`config.mk`:
```
export PLATFORM = sky130hd
export DESIGN_NAME = dgsp_ctrl
export DESIGN_NICKNAME = d
export VERILOG_FILES = /design/src/rtl/dgsp_pkg.sv /design/src/rtl/dgsp_ctrl.sv
export SDC_FILE = /design/constraint.sdc
export NUM_CORES = 1
export LEC_CHECK = 0
export BUFFER_PORTS_ARGS = -buffer_cell sky130_fd_sc_hd__buf_4
export CAP_MARGIN = 20
export CORE_AREA = 2 2 39 41
export CTS_BUF_LIST = sky130_fd_sc_hd__clkbuf_16
export CTS_CLUSTER_DIAMETER = 120
export DETAILED_ROUTE_END_ITERATION = 8
export DIE_AREA = 0 0 41 43
export GPL_ROUTABILITY_DRIVEN = 0
export PLACE_DENSITY = 0.78
export SYNTH_ARGS = -nofsm -noshare
export SYNTH_HDL_FRONTEND = slang
export SYNTH_SLANG_ARGS = --single-unit
```
`constraint.sdc`:
```
create_clock -name clk_i -period 4.3 [get_ports clk_i]
set_input_delay 0.43 -clock clk_i [delete_from_list [all_inputs] [get_ports clk_i]]
set_output_delay 0.43 -clock clk_i [all_outputs]
set_load 0.05 [all_outputs]
```
`src/rtl/dgsp_pkg.sv`:
```
// ----------------------------------------------------------------------------
// dgsp_pkg
// Shared types and constants for the shortest-path block.
// ----------------------------------------------------------------------------
package dgsp_pkg;

  localparam int unsigned MaxNodesDef = 128;
  localparam int unsigned CostBitsDef = 20;
  localparam int unsigned NodeBits    = 7;
  localparam int unsigned CountBits   = 8;
  localparam int unsigned CostBits    = 20;
  localparam int unsigned DistBits    = 27;
  localparam int unsigned NodeCountRst = 128;

  typedef enum logic {
    OP_QUERY = 1'b0,
    OP_ADD   = 1'b1
  } opcode_e;

  localparam logic [1:0] ADDR_NODE_COUNT = 2'd0;

  // controller to datapath commands
  typedef struct packed {
    logic clr_wr;     // write zero to matrix at clear address
    logic load_item;  // capture incoming item
    logic add_rd_ab;  // read matrix entry a,b
    logic add_wr_ab;  // conditional write a,b
    logic add_rd_ba;
    logic add_wr_ba;
    logic q_init;     // reset per-node state
    logic scan_clr;   // start a min scan
    logic scan_step;  // evaluate node scan index
    logic settle;     // settle the best node
    logic relax_rd;   // read matrix row entry
    logic relax_step; // relax with returned entry
    logic cnt_clr;
    logic cnt_inc;
    logic out_load;
  } dgsp_cmd_t;

  // datapath to controller status
  typedef struct packed {
    logic cnt_last;   // counter at final index
    logic have_best;
    logic q_valid;    // query endpoints are in range
    logic is_add;
    logic add_ok;
  } dgsp_sts_t;

endpackage

```
`src/rtl/dgsp_ctrl.sv`:
```
// ----------------------------------------------------------------------------
// dgsp_ctrl
// Sequencer: matrix clear, edge insert and Dijkstra rounds.
// ----------------------------------------------------------------------------
module dgsp_ctrl import dgsp_pkg::*; (
  input  logic      clk_i,
  input  logic      rst_ni,
  input  logic      in_valid_i,
  output logic      in_ready_o,
  output logic      out_valid_o,
  input  logic      out_ready_i,
  input  dgsp_sts_t sts_i,
  output dgsp_cmd_t cmd_o
);
  typedef enum logic [3:0] {
    S_CLEAR, S_IDLE, S_DECODE, S_ADD_AB, S_ADD_RB, S_ADD_BA,
    S_INIT, S_SCAN, S_SCAN_END, S_PICK, S_REL_RD, S_REL_LAST, S_DONE, S_OUT
  } state_e;

  state_e state_q;
  logic   rel_pend_q;

  assign in_ready_o = (state_q == S_IDLE);
  assign out_valid_o = (state_q == S_OUT);

  always_comb begin
    cmd_o = '0;
    unique case (state_q)
      S_CLEAR:  begin cmd_o.clr_wr = 1'b1; cmd_o.cnt_inc = 1'b1; end
      S_IDLE:   cmd_o.load_item = in_valid_i;
      S_DECODE: cmd_o.add_rd_ab = 1'b1;
      S_ADD_AB: cmd_o.add_wr_ab = sts_i.add_ok;
      S_ADD_RB: cmd_o.add_rd_ba = 1'b1;
      S_ADD_BA: cmd_o.add_wr_ba = sts_i.add_ok;
      S_INIT:   begin cmd_o.q_init = 1'b1; cmd_o.cnt_clr = 1'b1; cmd_o.scan_clr = 1'b1; end
      S_SCAN:   begin cmd_o.scan_step = 1'b1; cmd_o.cnt_inc = 1'b1; end
      S_SCAN_END: ;  // last candidate is judged here
      S_PICK:   begin cmd_o.settle = sts_i.have_best; cmd_o.cnt_clr = 1'b1; end
      S_REL_RD: begin
        cmd_o.relax_rd = 1'b1; cmd_o.cnt_inc = 1'b1; cmd_o.relax_step = rel_pend_q;
      end
      S_REL_LAST: begin cmd_o.relax_step = 1'b1; cmd_o.cnt_clr = 1'b1; cmd_o.scan_clr = 1'b1; end
      S_DONE:   cmd_o.out_load = 1'b1;
      S_OUT:    ;
      default:  ;
    endcase
    if (state_q == S_SCAN && sts_i.cnt_last) cmd_o.cnt_inc = 1'b0;
  end

  always_ff @(posedge clk_i or negedge rst_ni) begin
    if (!rst_ni) begin
      state_q    <= S_CLEAR;
      rel_pend_q <= 1'b0;
    end else begin
      unique case (state_q)
        S_CLEAR:  if (sts_i.cnt_last) state_q <= S_IDLE;
        S_IDLE:   if (in_valid_i) state_q <= S_DECODE;
        S_DECODE: state_q <= sts_i.is_add ? S_ADD_AB
                           : (sts_i.q_valid ? S_INIT : S_DONE);
        S_ADD_AB: state_q <= S_ADD_RB;
        S_ADD_RB: state_q <= S_ADD_BA;
        S_ADD_BA: state_q <= S_IDLE;
        S_INIT:   state_q <= S_SCAN;
        S_SCAN:   if (sts_i.cnt_last) state_q <= S_SCAN_END;
        S_SCAN_END: state_q <= S_PICK;
        S_PICK: begin
          rel_pend_q <= 1'b0;
          state_q <= sts_i.have_best ? S_REL_RD : S_DONE;
        end
        S_REL_RD: begin
          rel_pend_q <= 1'b1;
          if (sts_i.cnt_last) state_q <= S_REL_LAST;
        end
        S_REL_LAST: state_q <= S_SCAN;
        S_DONE:   state_q <= S_OUT;
        S_OUT:    if (out_ready_i) state_q <= S_IDLE;
        default:  state_q <= S_IDLE;
      endcase
    end
  end

  // no item is taken while a result waits
  a_no_overlap: assert property (@(posedge clk_i) disable iff (!rst_ni)
    !(in_ready_o && out_valid_o)) else $error("ready while result pending");
  // a result follows only a query decision
  a_out_after_done: assert property (@(posedge clk_i) disable iff (!rst_ni)
    $rose(out_valid_o) |-> $past(state_q) == S_DONE) else $error("bad output entry");
  // the relax pass never settles
  a_relax_quiet: assert property (@(posedge clk_i) disable iff (!rst_ni)
    cmd_o.relax_step |-> !cmd_o.settle) else $error("settle during relax");
endmodule

```
# Word level (Yosys, flattened, before mapping)
# Cells that the tools add are included.
[totals]
reg_bits = 5
latch_bits = 0
ramBits = 0
rom_bits = 0
inputBits = 9
word_cells = 53
n_memories = 0
[classes]
n_addsub = 0
n_mul = 0
div = 0
n_lt_le_gt_ge = 0
eq_ne = 18
n_shift = 0
muxes = 26
n_bitwise = 0
n_reduce_logical = 7
[ops]
columns = ["cell", "n"]
rows = [
  ["$pmux W4 S12", 1],
  ["$mux W4", 7],
  ["$eq A4 B4 Y1 const B", 6],
  ["$eq A4 B3 Y1 const B", 4],
  ["$mux W1", 15],
  ["$eq A4 B2 Y1 const B", 2],
  ["$ne A2 B2 Y1 const B", 4],
  ["$reduce_or A3 Y1", 2],
  ["$reduce_and A5 Y1", 1],
  ["$eq A4 B1 Y1 const B", 1],
  ["$logic_not A4 Y1", 1],
  ["$pmux W1 S2", 2],
  ["$mux W3", 1],
  ["$ne A2 B1 Y1 const B", 1],
  ["$reduce_bool A2 Y1", 1],
  ["$reduce_or A2 Y1", 1],
  ["$logic_and A1 B1 Y1", 1],
]

# Depth between registers and ports, before layout
# Gate-level depths: netlist (run 1).
[depth]
ltp_word = 4
depth_mapped = 6

# Least setup slack after synthesis (run 1)
# Ideal clock, no wire load.
[synth_path]
path_type = "register to output"
from = "reg state_q[2]"
to = "out cmd_o[1] in the netlist's numbering"
arrival_time_ns = 2.709
t_required_ns = 3.870
path_slack_ns = 1.161
path_stages_with_launch = 5
cell_sequence = "dfrtp_1 > buf_4 > buf_4 > nor4_1 > nand2b_1"
[synth_lines]
columns = ["element", "line_no", "text"]
rows = [
  ["start, declared", "dgsp_ctrl.sv:20", "state_e state_q;"],
  ["start signal, assigned", "dgsp_ctrl.sv:58", "S_DECODE: state_q <= sts_i.is_add ? S_ADD_AB"],
  ["start signal, assigned", "dgsp_ctrl.sv:68", "state_q <= sts_i.have_best ? S_REL_RD : S_DONE;"],
  ["end, declared", "dgsp_ctrl.sv:13", "output dgsp_cmd_t cmd_o"],
]

==> run_results.csv, run 1 <==
group,metric,value,unit
run_status,status,"completed",
worst_hold_path,hp-class,"in -> reg",
logic_synthesis,synth_cell_types,33,
global_route,overflow,0,
drt,route.layer.met1.wl,686,um
logic_synthesis,syn_area_per_cell,7.343,um^2
drt,num_vias,686,
global_route,grt_usage,19.68,%
sta,period_needed,2.289,ns
final_layout,drive_gt1_share,33.02,%
drt,routedWlPerCell,12.60,um
sta,finalCritPeriodShare,53.24,%
sta,maxSlewHeadroom,50.86,%
critical_path,worst-setup-path-type,"reg -> out",
final_layout,antennaDiodeCount,0,
power,p_int,0.0003550,W
logic_synthesis,synthArstFlopShare,100.0,%
drt,drt-total-wl,1537,um
logic_synthesis,synthTopCellsByCount,"9 x nor2_1, 9 x o21ai_0, 8 x nand2_1, 7 x nor3_1, 5 x dfrtp_1",
logic_synthesis,synth_edf_count,0,
sta,setup_violations,0,
cts,cts-buffers-inserted,3,
floorplan,fp.coreArea,0.001384,mm^2
critical_path,cp_max_fo,23,
logic_synthesis,synth_top_area_share,20.28,%
logic_synthesis,syn-num-nets,93,
critical_path,critPathBufInv,1,
sta,grt_setup_unrepaired,"no",
drt,antenna_left,0,
power,p_leak,0.3970,nW
power,power_per_cell_area,858.5,mW/mm^2
critical_path,critPathCaptureType,"output pin",
final_layout,synthToLayoutAreaGrowth,38.74,%
global_route,grt_first_pass_wirelength,2449,um
place,dp_hpwl,1056,um
critical_path,cp_cell_sequence,"nor2b_1 > nand2_1 > o21a_1 > nor2_1 > buf_4",
critical_path,startpoint,"state_q[3]$_DFFE_PN0P_",
cts,cts_post_setup_buffers_inserted,0,
sta,clock_skew,0.0008767,ns
sta,fmax,436.8,MHz
floorplan,floorplan.rows,14,
cts,clk_pin_slew,0.03,ns
power,sequentialPowerShare,21.2,%
floorplan,ios,26,
drt,met3_length,94,um
final_layout,nNetsFinal,116,
cts,cts_buffer_depth,2,
critical_path,worst_setup_path_start_kind,"flip-flop",
power,peakVddDrop,642.5,uV
floorplan,dieHeight,43,um
critical_path,crit_family,"flip-flops",
global_route,grt_max_degree,24,
worst_hold_path,worstHoldStart,"sts_i[4]",
place,dp_cells,117,
cts,clk_latency,0.22,ns
power,power_frac_comb,58.4,%
job,cap_viol_max_count,0,
final_layout,instances_no_fill,122,
sta,tightest_slew,0.7371,ns
cts,cts_tree,"done",
critical_path,worstPathRequired,3.87,ns
power,total_power,0.0007348,W
power,sw_frac_of_total,51.68,%
drt,route.detailed.drc,0,
drt,highest_layer,"met3",
drt,firstDrtPassIters,4,
place,port_buffers,25,
logic_synthesis,synth_top_cell_by_area,"dfrtp_1",
power,clkPwrFrac,20.4,%
critical_path,rr_startpoint,"state_q[0]$_DFFE_PN0P_",
sta,hold_violations,0,
drt,drt_iter0_markers,20,
global_route,antenna_found_initial,0,
floorplan,dieArea,0.001763,mm^2
sta,hold_ws,0.4993,ns
logic_synthesis,synth.top_cells.by_area,"dfrtp_1 20%, o21ai_0 7.3%, nor3_1 5.7%, nor2_1 5.5%, nand2_1 4.9%",
logic_synthesis,synthFlopType,"dfrtp_1",
drt,viasPerCell,5.623,
critical_path,worst_path_largest_cell_delay,0.81,ns
logic_synthesis,syn-cell-area,616.8,um^2
logic_synthesis,yosysSeqAreaShare,20.28,%
logic_synthesis,ys_seq_elements,5,
critical_path,critical-path-slowest-cell,"dfrtp_1",
floorplan,fp.dieW,41,um
cts,cts_num_sinks,5,
sta,final.setup.tns,0,ns
floorplan,start_util,44.58,%
cts,cts_root_buffer,"clkbuf_16",
drt,wl_met2,756,um
logic_synthesis,synthCells,84,
logic_synthesis,ys_warn_count,0,
sta,slew_viol_final,0,
cts,htree_num_levels,1,
critical_path,crit_arrival,1.86,ns
power,switchingPower,0.0003797,W
global_route,grt_pass1_vias,565,
[per-stage QoR]
stage	area [um^2]	utilization, %	setup slack, ns
final	855.8	61.84	2.011
after global routing	855.8	61.84	1.890
after CTS	855.8	61.84	2.019
after detailed placement	767.0	55.43	2.284
after global placement	767.0	55.43	2.310
after floorplan	616.8	-	1.161
[layout make-up]
| cell class | count | area, um^2 |
|---|---|---|
| tap | 16 | 20.02 |
| sequential | 5 | 125.1 |
| timing repair buffer | 26 | 197.7 |
| clock buffer | 3 | 75.07 |
| fill | 127 | 528.0 |
| multi-input combinational | 68 | 422.9 |
| inverter | 3 | 11.26 |
| clock inverter | 1 | 3.754 |
[logic make-up (layout without fill, tap and decap cells)]
kind of cell | after synthesis | after routing | share of synthesized area (%)
xor+xnor | 1 | 1 | 1.420
mux | 2 | 2 | 4.056
buf+inv | 11 | 33 | 11.16
compound gates | 22 | 22 | 23.53
flops | 5 | 5 | 20.28
simple gates | 43 | 43 | 39.55
[flip-flops by register name (all words and copies together) (netlist names)]
| signal | flops |
|---|---|
| rel_pend_q | 1 |
| state_q | 4 |
[repair_timing]
item,in CTS,in global routing
resized for setup,0,0
endpoints found under the setup margin,0,0
hold buffers,1,0
endpoints found under the hold margin,5,0
[path summary, 6_finish.rpt]
check | cells after the start | slack, ns | to
setup / recovery | 5 | 2.01 | cmd_o[7]
hold / removal | 2 | 0.50 | state_q[0]$_DFFE_PN0P_
setup reg to reg | 3 | 2.49 | state_q[3]$_DFFE_PN0P_
hold reg to reg | 2 | 0.51 | rel_pend_q$_DFFE_PN0P_
max in group asynchronous | 2 | 3.64 | rel_pend_q$_DFFE_PN0P_
min in group asynchronous | 2 | 0.56 | state_q[3]$_DFFE_PN0P_
[placed cells by master, fill, tap and decap left out]
cell,netlist,final
nor2b_1,3,3
and3_1,3,3
o21bai_2,1,1
mux2i_1,1,1
mux2_4,1,1
o22a_1,1,1
o21bai_1,1,1
nor3b_2,2,2
nor4_1,2,2
nand2b_1,2,2
dfrtp_1,5,5
o311ai_2,1,1
a31oi_1,1,1
o21a_1,1,1
o21ai_0,9,9
nor3b_1,1,1
nand2b_4,1,1
buf_4,2,25
xnor2_1,1,1
clkbuf_16,0,3
dlygate4sd3_1,0,1
nor3_1,7,7
inv_1,3,4
nor2_1,9,9
and2_1,1,1
a21oi_1,4,4
and2b_1,1,1
nor4b_1,1,1
nand2b_2,1,1
nand2_1,8,8
a211oi_1,1,1
nand3_1,1,1
a22oi_1,2,2
[worst reg2reg max path, stage by stage, from the launching register on]
cell      delay, ns
dfrtp_1        0.59
nand2b_2       0.36
o311ai_2       0.40
mux2_4         0.34
[per-layer routing]
layer	global-route usage (%)	vias to the layer above
li1	-	347
met1	29.41	316
met2	26.88	23
met3	5.236	0
met4	6.000	0
met5	0	-
[power by group through the flow]
stage	clock (W)	sequential [W]	combinational, W
floorplan	0	0.0000793	0.000426
global placement	0	0.000153	0.000426
detailed placement	0	0.000155	0.000428
CTS	0.000153	0.000154	0.000430
global route	0.000156	0.000164	0.000465
finish	0.000150	0.000156	0.000429
Power figures use the tool's default switching activity.
==> run 2: changes to the inputs <==
Settings changed: CORE_AREA 2 2 39 41 to unset, CORE_MARGIN set to 2, CORE_UTILIZATION set to 46, DIE_AREA 0 0 41 43 to unset, PLACE_DENSITY 0.78 to 0.77.
Clock period 4.3 ns to 2.2 ns, I/O delays scaled along.
==> run_results.csv, run 2 (synthesis results as in run 1) <==
group,metric,value,unit
run_status,status,"completed",
critical_path,worst_setup_path_start_kind,"flip-flop",
floorplan,dieArea,0.001650,mm^2
global_route,overflow,0,
critical_path,ff2ff_path_depth,3,
critical_path,critical-path-slowest-cell,"dfrtp_1",
floorplan,start_util,48.62,%
power,sequentialPowerShare,19.0,%
floorplan,dieHeight,40.62,um
drt,drt_iter0_markers,34,
cts,clk_pin_slew,0.03,ns
critical_path,r2r_end,"state_q[3]$_DFFE_PN0P_",
sta,clock_skew,0.002490,ns
power,peakVddDrop,1277,uV
final_layout,fill_cells,98,
power,switchingPower,0.0007572,W
critical_path,worst_path_largest_cell_delay,0.70,ns
worst_hold_path,hp-class,"in -> reg",
sta,fmax,510.6,MHz
drt,num_vias,693,
place,pre_cts_slack,0.4480,ns
place,dp_hpwl,1084,um
power,power_per_cell_area,1670,mW/mm^2
sta,setup_violations,0,
global_route,antenna_found_initial,0,
drt,antenna_left,0,
sta,grt_setup_unrepaired,"no",
power,sw_frac_of_total,51.39,%
critical_path,worst-setup-path-type,"reg -> out",
sta,period_needed,1.958,ns
drt,wl_met2,709,um
drt,highest_layer,"met4",
critical_path,cp_cell_sequence,"and2b_1 > nor3b_2 > and2_1 > buf_4",
sta,slew_viol_final,0,
sta,finalCritPeriodShare,89.02,%
cts,cts_post_setup_buffers_inserted,0,
sta,hold_ws,0.2746,ns
sta,final.setup.tns,0,ns
job,cap_viol_max_count,0,
final_layout,layout_common_cells,"27 x buf_4, 9 x nor2_1, 9 x o21ai_0, 8 x nand2_1, 7 x nor3_1",
final_layout,mostFrequentLayoutCell,"buf_4",
sta,hold_violations,0,
cts,cts_num_sinks,5,
drt,viasPerCell,5.634,
critical_path,critPathCaptureType,"output pin",
cts,cts-buffers-inserted,3,
final_layout,reg.largest.list,"state_q x4, rel_pend_q x1",
drt,firstDrtPassIters,4,
cts,cts_tree,"done",
drt,route.layer.met1.wl,682,um
cts,clk_latency,0.23,ns
final_layout,drive_gt1_share,36.11,%
final_layout,nNetsFinal,118,
final_layout,antennaDiodeCount,0,
floorplan,fp.dieW,40.62,um
power,clkPwrFrac,19.7,%
cts,cts_root_buffer,"clkbuf_16",
floorplan,ios,26,
final_layout,fin_util,69.53,%
worst_hold_path,min_path_cells,2,
global_route,grt_pass1_vias,535,
critical_path,crit_arrival,1.74,ns
power,power_frac_comb,61.3,%
critical_path,rr_startpoint,"state_q[1]$_DFFE_PN0P_",
cts,cts.repair.resized,0,
drt,met3_length,160,um
drt,drt-total-wl,1567,um
final_layout,top_register,"state_q",
floorplan,floorplan.rows,13,
worst_hold_path,worstHoldEndpoint,"state_q[0]$_DFFE_PN0P_",
global_route,grt_usage,22.45,%
place,port_buffers,25,
drt,route.detailed.drc,0,
sta,fin_ws,0.2416,ns
global_route,grt_max_degree,19,
sta,maxSlewHeadroom,61.40,%
critical_path,reg2reg_slack,0.41,ns
final_layout,largest_reg_flops,4,
cts,cts_buffer_depth,2,
power,p_leak,0.4092,nW
drt,routedWlPerCell,12.74,um
global_route,grt_first_pass_wirelength,2442,um
cts,htree_num_levels,1,
worst_hold_path,worstHoldStart,"sts_i[4]",
final_layout,synthToLayoutAreaGrowth,43.00,%
cts,cts_hold_buf,1,
sta,tightest_slew,0.5790,ns
critical_path,worstPathRequired,1.98,ns
critical_path,cp_max_fo,18,
power,p_int,0.0007163,W
floorplan,fp.coreArea,0.001269,mm^2
run 2: changes by cell type in the layout (fill, tap and decap cells not counted):
cell | previous run | this run
buf_4 | 25 | 27
nor4_1 | 2 | 1
nor4_2 | 0 | 1
nor4b_1 | 1 | 0
nor4b_2 | 0 | 1
run 2: power by group through the flow:
stage / Combinational, W / Clock, W / Sequential (W)
6_report: 0.000903 / 0.000290 / 0.000280
5_1_grt: 0.000980 / 0.000300 / 0.000295
4_1_cts: 0.000904 / 0.000293 / 0.000275
3_5_place_dp: 0.000895 / 0 / 0.000274
3_3_place_gp: 0.000894 / 0 / 0.000274
2_1_floorplan: 0.000845 / 0 / 0.000155
run 2: cell type report:
| cell class | instances | area [um^2] | area share (%) |
|---|---|---|---|
| Tap cell | 15 | 18.77 | 2.128 |
| Clock buffer | 3 | 75.07 | 8.511 |
| Timing Repair Buffer | 28 | 212.7 | 24.11 |
| Clock inverter | 1 | 3.754 | 0.4255 |
| Multi-Input combinational cell | 68 | 435.4 | 49.36 |
| Inverter | 3 | 11.26 | 1.277 |
| Sequential cell | 5 | 125.1 | 14.18 |
run 2: layer usage:
metal,vias up,global-route usage [%]
met2,46,31.35
met4,0,7.500
met1,299,33.11
li1,346,-
met3,2,5.435
met5,-,0
run 2: metrics by stage:
| stage | cells | area [um^2] | total power (W) |
|---|---|---|---|
| after floorplan | 84 | 629.4 | 0.001000 |
| after global placement | 118 | 793.3 | 0.001168 |
| after detailed placement | 118 | 793.3 | 0.001169 |
| after CTS | 123 | 882.1 | 0.001473 |
| after global routing | 123 | 882.1 | 0.001575 |
| final | 123 | 882.1 | 0.001473 |
run 2: worst max-delay path, delay by kind of cell, from the launching register on:
family,cells,cell delay (ns)
simple gates,3,0.63
buf+inv,1,0.18
flops,1,0.70
run 2: worst max path at each step:
stage	slack [ns]	endpoint	startpoint	depth (start not counted)
after floorplan	-0.09	cmd_o[1]	state_q[2]$_DFFE_PN0P_	4
after global placement	0.47	state_q[3]$_DFFE_PN0P_	state_q[1]$_DFFE_PN0P_	3
after detailed placement	0.45	state_q[3]$_DFFE_PN0P_	state_q[1]$_DFFE_PN0P_	3
after CTS	0.26	cmd_o[13]	state_q[1]$_DFFE_PN0P_	4
after global routing	0.14	cmd_o[7]	state_q[3]$_DFFE_PN0P_	5
final	0.24	cmd_o[13]	state_q[1]$_DFFE_PN0P_	4
==> run 3: changes to the inputs <==
==> constraint.sdc (replaced) <==
create_clock -name clk_i -period 2.2 [get_ports clk_i]
set_input_delay 0.33 -clock clk_i [delete_from_list [all_inputs] [get_ports clk_i]]
set_output_delay 0.33 -clock clk_i [all_outputs]
set_load 0.05 [all_outputs]
==> run_results.csv, run 3 (synthesis results as in run 1) <==
group,metric,value,unit
run_status,status,"completed",
cts,cts_buffer_depth,2,
global_route,grt_usage,22.25,%
drt,drt-total-wl,1534,um
drt,route.detailed.drc,0,
floorplan,dieHeight,40.62,um
sta,tightest_slew,0.5496,ns
cts,cts_tree,"done",
floorplan,fp.coreArea,0.001269,mm^2
critical_path,cp_cell_sequence,"nand2b_4 > nor2_1 > o21ai_0 > nand2b_1 > buf_4",
worst_hold_path,worstHoldStart,"sts_i[4]",
final_layout,drive_gt1_share,38.18,%
power,power_per_cell_area,1665,mW/mm^2
floorplan,floorplan.rows,13,
place,port_buffers,25,
critical_path,critical-path-slowest-cell,"dfrtp_1",
final_layout,layout_common_cells,"29 x buf_4, 9 x nor2_1, 8 x o21ai_0, 8 x nand2_1, 7 x nor3_1",
sta,fin_ws,0.2031,ns
drt,firstDrtPassIters,5,
worst_hold_path,min_path_cells,2,
job,cap_viol_max_count,0,
final_layout,seq_area,126.4,um^2
sta,final.setup.tns,0,ns
cts,clk_pin_slew,0.03,ns
final_layout,synthToLayoutAreaGrowth,45.64,%
critical_path,critPathCaptureType,"output pin",
cts,htree_num_levels,1,
critical_path,cp_max_fo,18,
drt,antenna_left,0,
final_layout,fill_cells,97,
final_layout,antennaDiodeCount,0,
global_route,grt_max_degree,22,
cts,cts_root_buffer,"clkbuf_16",
critical_path,worst-setup-path-type,"reg -> out",
sta,maxSlewHeadroom,63.36,%
power,p_leak,0.4188,nW
final_layout,multi_input_area,435.4,um^2
sta,hold_violations,0,
final_layout,nNetsFinal,120,
critical_path,ff2ff_path_depth,4,
sta,period_needed,1.997,ns
critical_path,rr_startpoint,"state_q[2]$_DFFE_PN0P_",
global_route,grt_pass1_vias,535,
floorplan,dieArea,0.001650,mm^2
drt,num_vias,695,
floorplan,ios,26,
cts,clk_latency,0.23,ns
sta,fmax,500.8,MHz
floorplan,fp.dieW,40.62,um
critical_path,reg2reg_slack,0.51,ns
critical_path,r2r_end,"state_q[3]$_DFFE_PN0P_",
critical_path,worst_path_largest_cell_delay,0.68,ns
critical_path,critPathBufInv,1,
critical_path,worst_setup_path_start_kind,"flip-flop",
final_layout,mostFrequentLayoutCell,"buf_4",
worst_hold_path,worstHoldEndpoint,"state_q[0]$_DFFE_PN0P_",
sta,slew_viol_final,0,
cts,cts_post_setup_buffers_inserted,0,
global_route,grt_first_pass_wirelength,2387,um
cts,cts-buffers-inserted,3,
sta,hold_ws,0.3717,ns
final_layout,largest_reg_flops,4,
global_route,antenna_found_initial,0,
sta,grt_setup_unrepaired,"no",
worst_hold_path,hp-class,"in -> reg",
sta,clock_skew,0.002752,ns
drt,routedWlPerCell,12.27,um
place,pre_cts_slack,0.3794,ns
critical_path,startpoint,"state_q[2]$_DFFE_PN0P_",
cts,cts_num_sinks,5,
floorplan,start_util,48.62,%
critical_path,worstPathRequired,1.87,ns
final_layout,top_register,"state_q",
place,dp_hpwl,1158,um
critical_path,crit_family,"flip-flops",
power,peakVddDrop,858.4,uV
final_layout,reg.largest.list,"state_q x4, rel_pend_q x1",
drt,drt_iter0_markers,28,
global_route,overflow,0,
sta,setup_violations,0,
critical_path,crit_arrival,1.67,ns
drt,viasPerCell,5.560,
sta,finalCritPeriodShare,90.77,%
-- run 3: changes by cell type in the layout (fill, tap and decap cells not counted) --
cell,previous run,this run
o21ai_1,0,1
dfrtp_2,0,1
o21ai_0,9,8
buf_4,27,29
dfrtp_1,5,4
-- run 3: area by class of cell --
cell class	instances	area share (%)
Clock inverter	1	0.4178
Inverter	3	1.253
Clock buffer	3	8.357
Timing Repair Buffer	30	25.35
Multi-Input combinational cell	68	48.47
Tap cell	15	2.089
Sequential cell	5	14.07
-- run 3: per-layer routing --
layer	share of wire, %	GRT usage (%)
met5	0	0
met4	0	10.00
met3	9.1	4.348
met2	47	32.54
met1	44	31.23
-- run 3: how the worst max path moves through the flow --
stage,end,depth (start not counted),slack [ns]
after detailed placement,cmd_o[13],4,0.38
after global routing,cmd_o[7],4,0.04
after floorplan,cmd_o[1],4,-0.20
final,cmd_o[1],5,0.20
after global placement,cmd_o[13],4,0.42
after CTS,cmd_o[13],4,0.12
-- run 3: per-stage QoR --
step / area [um^2] / power [W] / std cells / utilization [%]
floorplan: 629.4 / 0.001002 / 84 / -
global placement: 808.3 / 0.001186 / 120 / 63.71
detailed placement: 808.3 / 0.001194 / 120 / 63.71
CTS: 897.1 / 0.001500 / 125 / 70.71
global route: 898.4 / 0.001600 / 125 / 70.81
finish: 898.4 / 0.001496 / 125 / 70.81
-- run 3: power by group --
part | switching (W) | internal [W]
sequential | 0.000119 | 0.000134
clock | 0.0000594 | 0.000235
combinational | 0.000581 | 0.000367
-- run 3: repair_timing --
item / CTS / global route
hold endpoints to repair: 5 / 0
hold buffers: 1 / 0
endpoints found under the setup margin: 0 / 1
gates resized for setup: 0 / 1
